$ cat src/design/psl_pkg.sv
// ----------------------------------------------------------------------------
// psl_pkg - shared types and constants for the prime sieve lister
// Field widths, build size default, controller states and the command and
// status bundles passed between controller and datapath.
// ----------------------------------------------------------------------------
`default_nettype none

package psl_pkg;

   localparam int LIMIT_W       = 9;    // width of limit and prime fields
   localparam int CUR_W         = 10;   // multiple cursor width
   localparam int MAX_LIMIT_DEF = 300;  // default build size
   localparam int FIRST_PRIME   = 2;    // smallest number sieved

   typedef enum logic [2:0] {
      ST_IDLE,
      ST_CLEAR,
      ST_BASE_RD,
      ST_BASE_CHK,
      ST_STRIKE,
      ST_SCAN_RD,
      ST_SCAN_CHK,
      ST_FINAL
   } psl_state_type;

   typedef struct packed {
      logic ld_lim;       // capture limit, clear pending prime, start clear sweep
      logic clr_step;     // set mark at cursor, advance cursor
      logic base_init;    // base = 2
      logic base_rd;      // read mark of base
      logic base_inc;     // advance base
      logic strike_init;  // cursor = 2 * base
      logic strike_step;  // clear mark at cursor, cursor += base
      logic scan_init;    // cursor = 2
      logic scan_rd;      // read mark at cursor
      logic scan_inc;     // advance cursor
      logic pend_set;     // hold cursor as pending prime
      logic emit_pend;    // send pending prime, not last
      logic emit_final;   // send pending prime as last, or none found
   } psl_cmd_type;

   typedef struct packed {
      logic clr_done;     // cursor at last mark of the store
      logic base_over;    // 2 * base above limit
      logic strike_done;  // cursor reached limit
      logic scan_last;    // cursor is limit - 1
      logic lim_small;    // limit of 2 or less
      logic rd_mark;      // registered mark read
      logic pend_valid;   // a prime is pending
      logic out_free;     // output register can take an item
   } psl_sts_type;

endpackage

`default_nettype wire

$ cat src/design/psl_req_if.sv
// ----------------------------------------------------------------------------
// psl_req_if - request channel
// Valid/ready channel carrying one sieve limit per item.
// ----------------------------------------------------------------------------
`default_nettype none

interface psl_req_if;
   import psl_pkg::*;

   logic               valid;
   logic               ready;
   logic [LIMIT_W-1:0] limit;

   modport source (output valid, output limit, input ready);
   modport sink   (input valid, input limit, output ready);
endinterface

`default_nettype wire

$ cat src/design/psl_rsp_if.sv
// ----------------------------------------------------------------------------
// psl_rsp_if - result channel
// Valid/ready channel carrying one prime per item with last and none flags.
// ----------------------------------------------------------------------------
`default_nettype none

interface psl_rsp_if;
   import psl_pkg::*;

   logic               valid;
   logic               ready;
   logic [LIMIT_W-1:0] prime;
   logic               is_last;
   logic               none_found;

   modport source (output valid, output prime, output is_last, output none_found,
                   input ready);
   modport sink   (input valid, input prime, input is_last, input none_found,
                   output ready);
endinterface

`default_nettype wire

$ cat src/design/prime_sieve_lister.sv
// ----------------------------------------------------------------------------
// prime_sieve_lister - sieve of Eratosthenes prime lister
// Takes a limit per request item and returns every prime below it.
// ----------------------------------------------------------------------------
// Usage:
//   req carries one limit per item; limits above MAX_LIMIT saturate to it.
//   rsp returns the primes below the limit in ascending order, one per item,
//   with is_last on the final one. With no prime below the limit a single
//   item comes back with prime 0, is_last and none_found set.
// Sequence, per request (L = saturated limit):
//   the item is taken, then every mark in the one-bit store is set (one
//   write port, one entry per cycle), then each base up to L/2 is read and
//   checked, and each base still marked has its multiples struck; the sieve
//   is left, each number from 2 to L-1 is read and checked, and the final
//   item is sent. The first result appears once the second prime is found
//   (or at the end of the scan).
// Handshake: req is ready only between requests; one request is processed at
//   a time. Results leave through an output register, so the next request can
//   be taken while the last result still waits. A stalled rsp holds the scan
//   until the pending prime can leave; nothing is dropped.
// Reset: synchronous, active high; returns to idle with no result pending.
//   The mark store needs no reset, every request rewrites it first.
// ----------------------------------------------------------------------------
`default_nettype none

module prime_sieve_lister #(
   parameter int MAX_LIMIT = psl_pkg::MAX_LIMIT_DEF
) (
   input  wire logic clock,
   input  wire logic reset,
   psl_req_if.sink   req,
   psl_rsp_if.source rsp
);
   import psl_pkg::*;

   psl_cmd_type cmd;
   psl_sts_type sts;

   // sequencer: phases and request handshake
   psl_ctrl u_ctrl (
      .clock     (clock),
      .reset     (reset),
      .req_valid (req.valid),
      .req_ready (req.ready),
      .sts       (sts),
      .cmd       (cmd)
   );

   // mark store, cursors and result register
   psl_dp #(
      .MAX_LIMIT (MAX_LIMIT)
   ) u_dp (
      .clock     (clock),
      .reset     (reset),
      .req_limit (req.limit),
      .cmd       (cmd),
      .sts       (sts),
      .rsp       (rsp)
   );

endmodule

`default_nettype wire

$ cat src/design/psl_ctrl.sv
// ----------------------------------------------------------------------------
// psl_ctrl - sieve sequencer
// State machine stepping through clear, sieve and scan phases; issues
// commands to the datapath and owns the request handshake.
// ----------------------------------------------------------------------------
`default_nettype none

module psl_ctrl (
   input  wire logic                 clock,
   input  wire logic                 reset,
   input  wire logic                 req_valid,
   output logic                      req_ready,
   input  wire psl_pkg::psl_sts_type sts,
   output psl_pkg::psl_cmd_type      cmd
);
   import psl_pkg::*;

   psl_state_type state_ff, state_in;

   always_ff @(posedge clock) begin
      if (reset) begin
         state_ff <= ST_IDLE;
      end else begin
         state_ff <= state_in;
      end
   end

   // next state
   always_comb begin
      state_in = state_ff;
      unique case (state_ff)
         ST_IDLE: begin
            if (req_valid) state_in = ST_CLEAR;
         end
         ST_CLEAR: begin
            if (sts.clr_done) state_in = ST_BASE_RD;
         end
         ST_BASE_RD: begin
            if (!sts.base_over)    state_in = ST_BASE_CHK;
            else if (sts.lim_small) state_in = ST_FINAL;
            else                    state_in = ST_SCAN_RD;
         end
         ST_BASE_CHK: begin
            state_in = sts.rd_mark ? ST_STRIKE : ST_BASE_RD;
         end
         ST_STRIKE: begin
            if (sts.strike_done) state_in = ST_BASE_RD;
         end
         ST_SCAN_RD: begin
            state_in = ST_SCAN_CHK;
         end
         ST_SCAN_CHK: begin
            if (!(sts.rd_mark && sts.pend_valid && !sts.out_free)) begin
               state_in = sts.scan_last ? ST_FINAL : ST_SCAN_RD;
            end
         end
         ST_FINAL: begin
            if (sts.out_free) state_in = ST_IDLE;
         end
         default: state_in = ST_IDLE;
      endcase
   end

   // commands
   always_comb begin
      cmd       = '0;
      req_ready = 1'b0;
      unique case (state_ff)
         ST_IDLE: begin
            req_ready  = 1'b1;
            cmd.ld_lim = req_valid;
         end
         ST_CLEAR: begin
            cmd.clr_step  = 1'b1;
            cmd.base_init = sts.clr_done;
         end
         ST_BASE_RD: begin
            cmd.base_rd   = !sts.base_over;
            cmd.scan_init = sts.base_over;
         end
         ST_BASE_CHK: begin
            cmd.strike_init = sts.rd_mark;
            cmd.base_inc    = !sts.rd_mark;
         end
         ST_STRIKE: begin
            cmd.strike_step = !sts.strike_done;
            cmd.base_inc    = sts.strike_done;
         end
         ST_SCAN_RD: begin
            cmd.scan_rd = 1'b1;
         end
         ST_SCAN_CHK: begin
            // hold while a pending prime cannot leave yet
            if (!(sts.rd_mark && sts.pend_valid && !sts.out_free)) begin
               cmd.pend_set  = sts.rd_mark;
               cmd.emit_pend = sts.rd_mark && sts.pend_valid;
               cmd.scan_inc  = 1'b1;
            end
         end
         ST_FINAL: begin
            cmd.emit_final = sts.out_free;
         end
         default: begin
            cmd = '0;
         end
      endcase
   end

endmodule

`default_nettype wire

$ cat src/design/psl_dp.sv
// ----------------------------------------------------------------------------
// psl_dp - sieve datapath
// Mark store, base and multiple cursors, pending prime and output register.
// ----------------------------------------------------------------------------
`default_nettype none

module psl_dp #(
   parameter int MAX_LIMIT = psl_pkg::MAX_LIMIT_DEF
) (
   input  wire logic                 clock,
   input  wire logic                 reset,
   input  wire logic [psl_pkg::LIMIT_W-1:0] req_limit,
   input  wire psl_pkg::psl_cmd_type cmd,
   output psl_pkg::psl_sts_type      sts,
   psl_rsp_if.source                 rsp
);
   import psl_pkg::*;

   localparam int AW = $clog2(MAX_LIMIT);

   logic                mem [MAX_LIMIT];
   logic [LIMIT_W-1:0]  lim_ff, lim_in;
   logic [LIMIT_W-1:0]  base_ff, base_in;
   logic [CUR_W-1:0]    cursor_ff, cursor_in;
   logic                rd_mark_ff;
   logic [LIMIT_W-1:0]  pend_ff, pend_in;
   logic                pend_valid_ff, pend_valid_in;
   logic                rsp_valid_ff, rsp_valid_in;
   logic [LIMIT_W-1:0]  rsp_prime_ff, rsp_prime_in;
   logic                rsp_last_ff, rsp_last_in;
   logic                rsp_none_ff, rsp_none_in;
   logic                wr_en, wr_data, rd_en;
   logic [AW-1:0]       rd_addr;
   logic [CUR_W-1:0]    lim_ext, base_dbl;

   assign lim_ext  = {1'b0, lim_ff};
   assign base_dbl = {base_ff, 1'b0};

   // saturate limit to the build size
   assign lim_in = ({1'b0, req_limit} > CUR_W'(MAX_LIMIT)) ? LIMIT_W'(MAX_LIMIT)
                                                           : req_limit;

   always_comb begin
      base_in = base_ff;
      if (cmd.base_init)     base_in = LIMIT_W'(FIRST_PRIME);
      else if (cmd.base_inc) base_in = base_ff + LIMIT_W'(1);
   end

   always_comb begin
      cursor_in = cursor_ff;
      if (cmd.ld_lim)                     cursor_in = '0;
      else if (cmd.clr_step || cmd.scan_inc) cursor_in = cursor_ff + CUR_W'(1);
      else if (cmd.strike_init)           cursor_in = base_dbl;
      else if (cmd.strike_step)           cursor_in = cursor_ff + {1'b0, base_ff};
      else if (cmd.scan_init)             cursor_in = CUR_W'(FIRST_PRIME);
   end

   assign wr_en   = cmd.clr_step || cmd.strike_step;
   assign wr_data = cmd.clr_step;
   assign rd_en   = cmd.base_rd || cmd.scan_rd;
   assign rd_addr = cmd.base_rd ? base_ff[AW-1:0] : cursor_ff[AW-1:0];

   always_ff @(posedge clock) begin
      if (wr_en) mem[cursor_ff[AW-1:0]] <= wr_data;
      if (rd_en) rd_mark_ff <= mem[rd_addr];
   end

   always_comb begin
      pend_in       = pend_ff;
      pend_valid_in = pend_valid_ff;
      if (cmd.ld_lim) begin
         pend_valid_in = 1'b0;
      end else if (cmd.pend_set) begin
         pend_in       = cursor_ff[LIMIT_W-1:0];
         pend_valid_in = 1'b1;
      end
   end

   // output register: load on emit, drop when taken
   always_comb begin
      rsp_valid_in = rsp_valid_ff && !rsp.ready;
      rsp_prime_in = rsp_prime_ff;
      rsp_last_in  = rsp_last_ff;
      rsp_none_in  = rsp_none_ff;
      if (cmd.emit_pend) begin
         rsp_valid_in = 1'b1;
         rsp_prime_in = pend_ff;
         rsp_last_in  = 1'b0;
         rsp_none_in  = 1'b0;
      end else if (cmd.emit_final) begin
         rsp_valid_in = 1'b1;
         rsp_prime_in = pend_valid_ff ? pend_ff : '0;
         rsp_last_in  = 1'b1;
         rsp_none_in  = !pend_valid_ff;
      end
   end

   always_ff @(posedge clock) begin
      if (reset) begin
         pend_valid_ff <= 1'b0;
         rsp_valid_ff  <= 1'b0;
      end else begin
         pend_valid_ff <= pend_valid_in;
         rsp_valid_ff  <= rsp_valid_in;
      end
   end

   always_ff @(posedge clock) begin
      if (cmd.ld_lim) lim_ff <= lim_in;
      base_ff      <= base_in;
      cursor_ff    <= cursor_in;
      pend_ff      <= pend_in;
      rsp_prime_ff <= rsp_prime_in;
      rsp_last_ff  <= rsp_last_in;
      rsp_none_ff  <= rsp_none_in;
   end

   assign sts.clr_done    = (cursor_ff == CUR_W'(MAX_LIMIT - 1));
   assign sts.base_over   = (base_dbl > lim_ext);
   assign sts.strike_done = (cursor_ff >= lim_ext);
   assign sts.scan_last   = ((cursor_ff + CUR_W'(1)) >= lim_ext);
   assign sts.lim_small   = (lim_ff <= LIMIT_W'(FIRST_PRIME));
   assign sts.rd_mark     = rd_mark_ff;
   assign sts.pend_valid  = pend_valid_ff;
   assign sts.out_free    = !rsp_valid_ff || rsp.ready;

   assign rsp.valid      = rsp_valid_ff;
   assign rsp.prime      = rsp_prime_ff;
   assign rsp.is_last    = rsp_last_ff;
   assign rsp.none_found = rsp_none_ff;

endmodule

`default_nettype wire
$ cat src/flat_wrapper.sv
// flat-port wrapper written by rule: the top's interface ports become plain ports
module prime_sieve_lister_flat import psl_pkg::*;
#(
   parameter int MAX_LIMIT = psl_pkg::MAX_LIMIT_DEF
)
  (clock, reset, req_valid, req_limit, req_ready, rsp_valid, rsp_prime, rsp_is_last, rsp_none_found, rsp_ready);
  psl_req_if req_i ();
  psl_rsp_if rsp_i ();
  input  wire logic clock;
  input  wire logic reset;
  input wire logic [$bits(req_i.valid)-1:0] req_valid;
  input wire logic [$bits(req_i.limit)-1:0] req_limit;
  output wire logic [$bits(req_i.ready)-1:0] req_ready;
  output wire logic [$bits(rsp_i.valid)-1:0] rsp_valid;
  output wire logic [$bits(rsp_i.prime)-1:0] rsp_prime;
  output wire logic [$bits(rsp_i.is_last)-1:0] rsp_is_last;
  output wire logic [$bits(rsp_i.none_found)-1:0] rsp_none_found;
  input wire logic [$bits(rsp_i.ready)-1:0] rsp_ready;
  assign req_i.valid = req_valid;
  assign req_i.limit = req_limit;
  assign req_ready = req_i.ready;
  assign rsp_valid = rsp_i.valid;
  assign rsp_prime = rsp_i.prime;
  assign rsp_is_last = rsp_i.is_last;
  assign rsp_none_found = rsp_i.none_found;
  assign rsp_i.ready = rsp_ready;
  prime_sieve_lister #(.MAX_LIMIT(MAX_LIMIT)) u_core (.clock(clock), .reset(reset), .req(req_i), .rsp(rsp_i));
endmodule
$ cat config.mk
export PLATFORM = sky130hd
export DESIGN_NAME = prime_sieve_lister_flat
export DESIGN_NICKNAME = d
export VERILOG_FILES = /design/src/design/psl_pkg.sv /design/src/design/psl_req_if.sv /design/src/design/psl_rsp_if.sv /design/src/design/prime_sieve_lister.sv /design/src/design/psl_ctrl.sv /design/src/design/psl_dp.sv /design/src/flat_wrapper.sv
export SDC_FILE = /design/constraint.sdc
export NUM_CORES = 1
export LEC_CHECK = 0
export ABC_AREA = 1
export BUFFER_PORTS_ARGS = -buffer_cell sky130_fd_sc_hd__buf_2
export CAP_MARGIN = 30
export CELL_PAD_IN_SITES_DETAIL_PLACEMENT = 2
export CELL_PAD_IN_SITES_GLOBAL_PLACEMENT = 2
export CORE_MARGIN = 2
export CORE_UTILIZATION = 40
export DETAILED_ROUTE_END_ITERATION = 8
export PLACE_DENSITY = 0.88
export SYNTH_ARGS = -nofsm -noshare
export SYNTH_HDL_FRONTEND = slang
export SYNTH_SLANG_ARGS = --single-unit
export TNS_END_PERCENT = 100
$ cat constraint.sdc
create_clock -name clock -period 19.5 [get_ports clock]
set_input_delay 1.95 -clock clock [delete_from_list [all_inputs] [get_ports clock]]
set_output_delay 1.95 -clock clock [all_outputs]
set_load 0.03 [all_outputs]
==> out/results.ini <==
[outcome]
status=finished, final reports clean

[setup_path]
path_depth=17
rrSetupSlack_ns=14.28
cp_max_fo=16
worstPathArrival_ns=5.48
r2r_end=u_core.u_dp.mem[254]
rr_worst_depth=17
setup.worst_path.start_class=flip-flop
startpoint=u_core.u_dp.cursor_ff[0]
end_kind=flip-flop
cp.required_ns=19.75
cp_slowest_stage_delay_ns=0.80
worstPathBufferInverterCount=4
path_cells=inv_1 -> ha_1 -> o21ai_0 -> a21oi_1 -> nor2_1 -> o21ai_0 -> nand2_1 -> nand2_1 -> a21oi_1 -> o21a_1 -> nand2_1 -> inv_1 -> nor2_1 -> inv_2 -> nand4_1 -> buf_4 -> nor2_1
cp_slowest_cell=nand4_1
critPathTopFamily=simple AND/OR/NAND/NOR gates
r2r_start=u_core.u_dp.cursor_ff[0]
crit_end=u_core.u_dp.mem[254]
path_class=reg -> reg

[hold_path]
min_path_type=reg -> reg

[detailed_routing]
viasPerCell=5.66
finalWirelength_um=66400
drtAntennaViolNets=0
num_vias=14700
drt-pass1-iter-count=5
wl_per_cell_um=25.5
drtIter0Drc=1285
drc=0

[sta]
slew_headroom_pct=7.26
max_freq_ghz=0.191
skew_ns=0.0226
fin_crit_sh_pct=26.8
finalSetupViolCount=0
tns_ns=0
worstMarginPinSlew_ns=1.39
finalMaxSlewViolations=0
fin_crit_ns=5.22
rsz0062_at_grt=false
hold_viol=0

[clock_tree]
clk-insertion-delay-late_ns=0.58
postCtsSetupBuffers=0
cts_made_buffers=42
cts_tree=built
clock_sinks=354
clockBufferDepth=3
clkTransAtPathRegs_ns=0.06
root_buffer=clkbuf_16
htreeDepth=2
cts-resized-gates=0
holdBufCountCts=0

[finish]
nNetsFinal=2039
multi_input_area_um2=5970
nFillCells=4747
register_area_um2=10400
syn_to_final_growth_pct=10.6
diodes=0
layout-drive-gt1-share_pct=6.65
finish.instance_area_um2=19800

[logic_synthesis]
ys_ff_latch=354
async_flop_share_pct=0
netlist_instances=1997
synth_area_um2=17900
syn_area_per_cell_um2=8.97
synth_edf_count=328
synth_nets=2051
synth_ff_type=edfxtp_1
synth_seq_area_share_pct=57.9
synth.area.top_cells=edfxtp_1 (55%), nand2_1 (8.7%), nor2_1 (7.6%)
ys_warn_count=0
yosys.area.top_type_share_pct=55.0
yosys.area.top_type=edfxtp_1
ys_types=45

[global_route]
antenna_found_initial=0
grt_pass1_vias=16500
use_met3_pct=4.92
grt.busiest_layer=met2
grt_start_max_net_pins=301
grt_pass1_wl_um=101000
grt_use_met1_pct=34.6
grt.overflow.total=0
use_met2_pct=50.3
grt.total_usage_pct=28.7

[placed_design]
dpl_cell_area_um2=18500
dp_hpwl_um=39800
gp_congestion=0.877
port_buffers=25

[die]
core-area_um2=44200
initial_core_util_pct=40.5
die_h_um=216
rows=77
fp.dieW_um=216
num_io_pins=26
die-area_um2=46500

[power_and_ir_drop]
p_leak_nw=7.83
peakVddDrop_mv=0.122
cellPowerDensity_nw_per_um2=154

[run]
max_cap_viol_count=0

==> where the power goes <==
part / leakage (nW) / total (mW) / internal (mW) / switching, mW
registers: 3.22 / 1.03 / 0.977 / 0.0482
clock network: 0.616 / 0.747 / 0.423 / 0.324
logic: 3.99 / 1.29 / 0.311 / 0.977
total: 7.83 / 3.06 / 1.71 / 1.35
==> worst min-delay path, stage by stage, from the launching register on <==
cell and delay, ns:
dfxtp_1 0.33, nor2_1 0.06, nor2_1 0.07
==> sequential cells by signal, indices dropped and copies added, names as in the netlist <==
register and flops:
u_core.u_dp.mem 300, u_core.u_dp.rd_mark_ff 1, u_core.u_dp.base_ff 9, u_core.u_dp.rsp.is_last 1, u_core.u_dp.rsp.prime 9, u_core.u_dp.pend_ff 9, u_core.u_dp.rsp.none_found 1, u_core.u_dp.lim_ff 9
u_core.u_dp.rsp.valid 1, u_core.u_dp.pend_valid_ff 1, u_core.u_dp.cursor_ff 10, u_core.u_ctrl.state_ff 3
==> Yosys cell counts, types with 4 or more instances <==
cell	instances
buf_2	38
clkbuf_1	39
nand2_2	4
o21ai_1	7
a31oi_1	6
nor2_1	362
buf_6	10
nand3_1	243
nor3_1	14
xor2_1	8
nand2_1	415
dfxtp_1	26
ha_1	40
or2_2	5
o22ai_1	10
a21oi_1	36
edfxtp_1	328
inv_1	271
o221ai_1	7
o21ai_0	42
nand4_1	9
buf_4	17
o211ai_1	13
nand3_2	9
==> worst min path at each step <==
stage / depth (start not counted) / startpoint / slack (ns) / endpoint
after floorplan: 0 / u_core.u_dp.cursor_ff[7] / 0.45 / u_core.u_dp.pend_ff[7]
after global placement: 2 / u_core.u_dp.rsp.is_last / 0.45 / u_core.u_dp.rsp.is_last
after detailed placement: 2 / u_core.u_dp.rsp.is_last / 0.49 / u_core.u_dp.rsp.is_last
after CTS: 2 / u_core.u_dp.rsp.is_last / 0.51 / u_core.u_dp.rsp.is_last
after global routing: 2 / u_core.u_dp.rsp.is_last / 0.54 / u_core.u_dp.rsp.is_last
final: 2 / u_core.u_dp.rsp.is_last / 0.50 / u_core.u_dp.rsp.is_last
==> cell type report <==
cell class              instances  share of cell area, %
clock inverters                13                  0.309
flip-flops and latches        354                   52.3
inverters                     276                   5.23
repair buffers                 49                   2.23
well taps                     592                   3.74
clock buffers                  60                   6.02
multi-input cells            1262                   30.1
==> cell usage in the layout, fill, tap and decap left out, types with 4 or more instances in the layout <==
master	n
o211ai_1	13
o221ai_1	7
o22ai_1	10
edfxtp_1	328
or2_2	5
buf_2	25
o21ai_1	6
nand3_1	243
clkbuf_1	14
buf_4	15
nor3_1	12
a21oi_1	36
buf_16	4
nand4_1	9
nand2_1	415
o21ai_0	42
buf_12	4
nand3_2	9
xor2_1	8
dfxtp_1	26
ha_1	40
nor2_1	362
clkinv_1	8
a31oi_1	6
clkbuf_16	45
clkinv_2	6
inv_1	271
==> kinds of logic after synthesis <==
group	share of synthesized area, %
simple gates	25.0
buf+inv	9.02
flops	57.9
compound gates	4.68
fa+ha+maj	2.90
xor+xnor	0.489
==> through the flow <==
step | hold WS (ns) | setup slack [ns] | cells | util, % | power (mW)
2_1_floorplan | 0.455 | 5.22 | 1997 | - | 1.88
3_3_place_gp | 0.448 | 14.66 | 2525 | 41.6 | 2.16
3_5_place_dp | 0.487 | 14.51 | 2532 | 41.9 | 2.27
4_1_cts | 0.506 | 14.43 | 2605 | 44.8 | 3.05
5_1_grt | 0.541 | 14.05 | 2606 | 44.8 | 3.19
6_report | 0.503 | 14.28 | 2606 | 44.8 | 3.06
==> layer usage <==
metal	vias up	wire (µm)
li1	6504	-
met2	429	33700
met3	174	3000
met5	-	0
met4	0	2950
met1	7635	26800
Note: power is estimated with default switching activity, not from simulation.
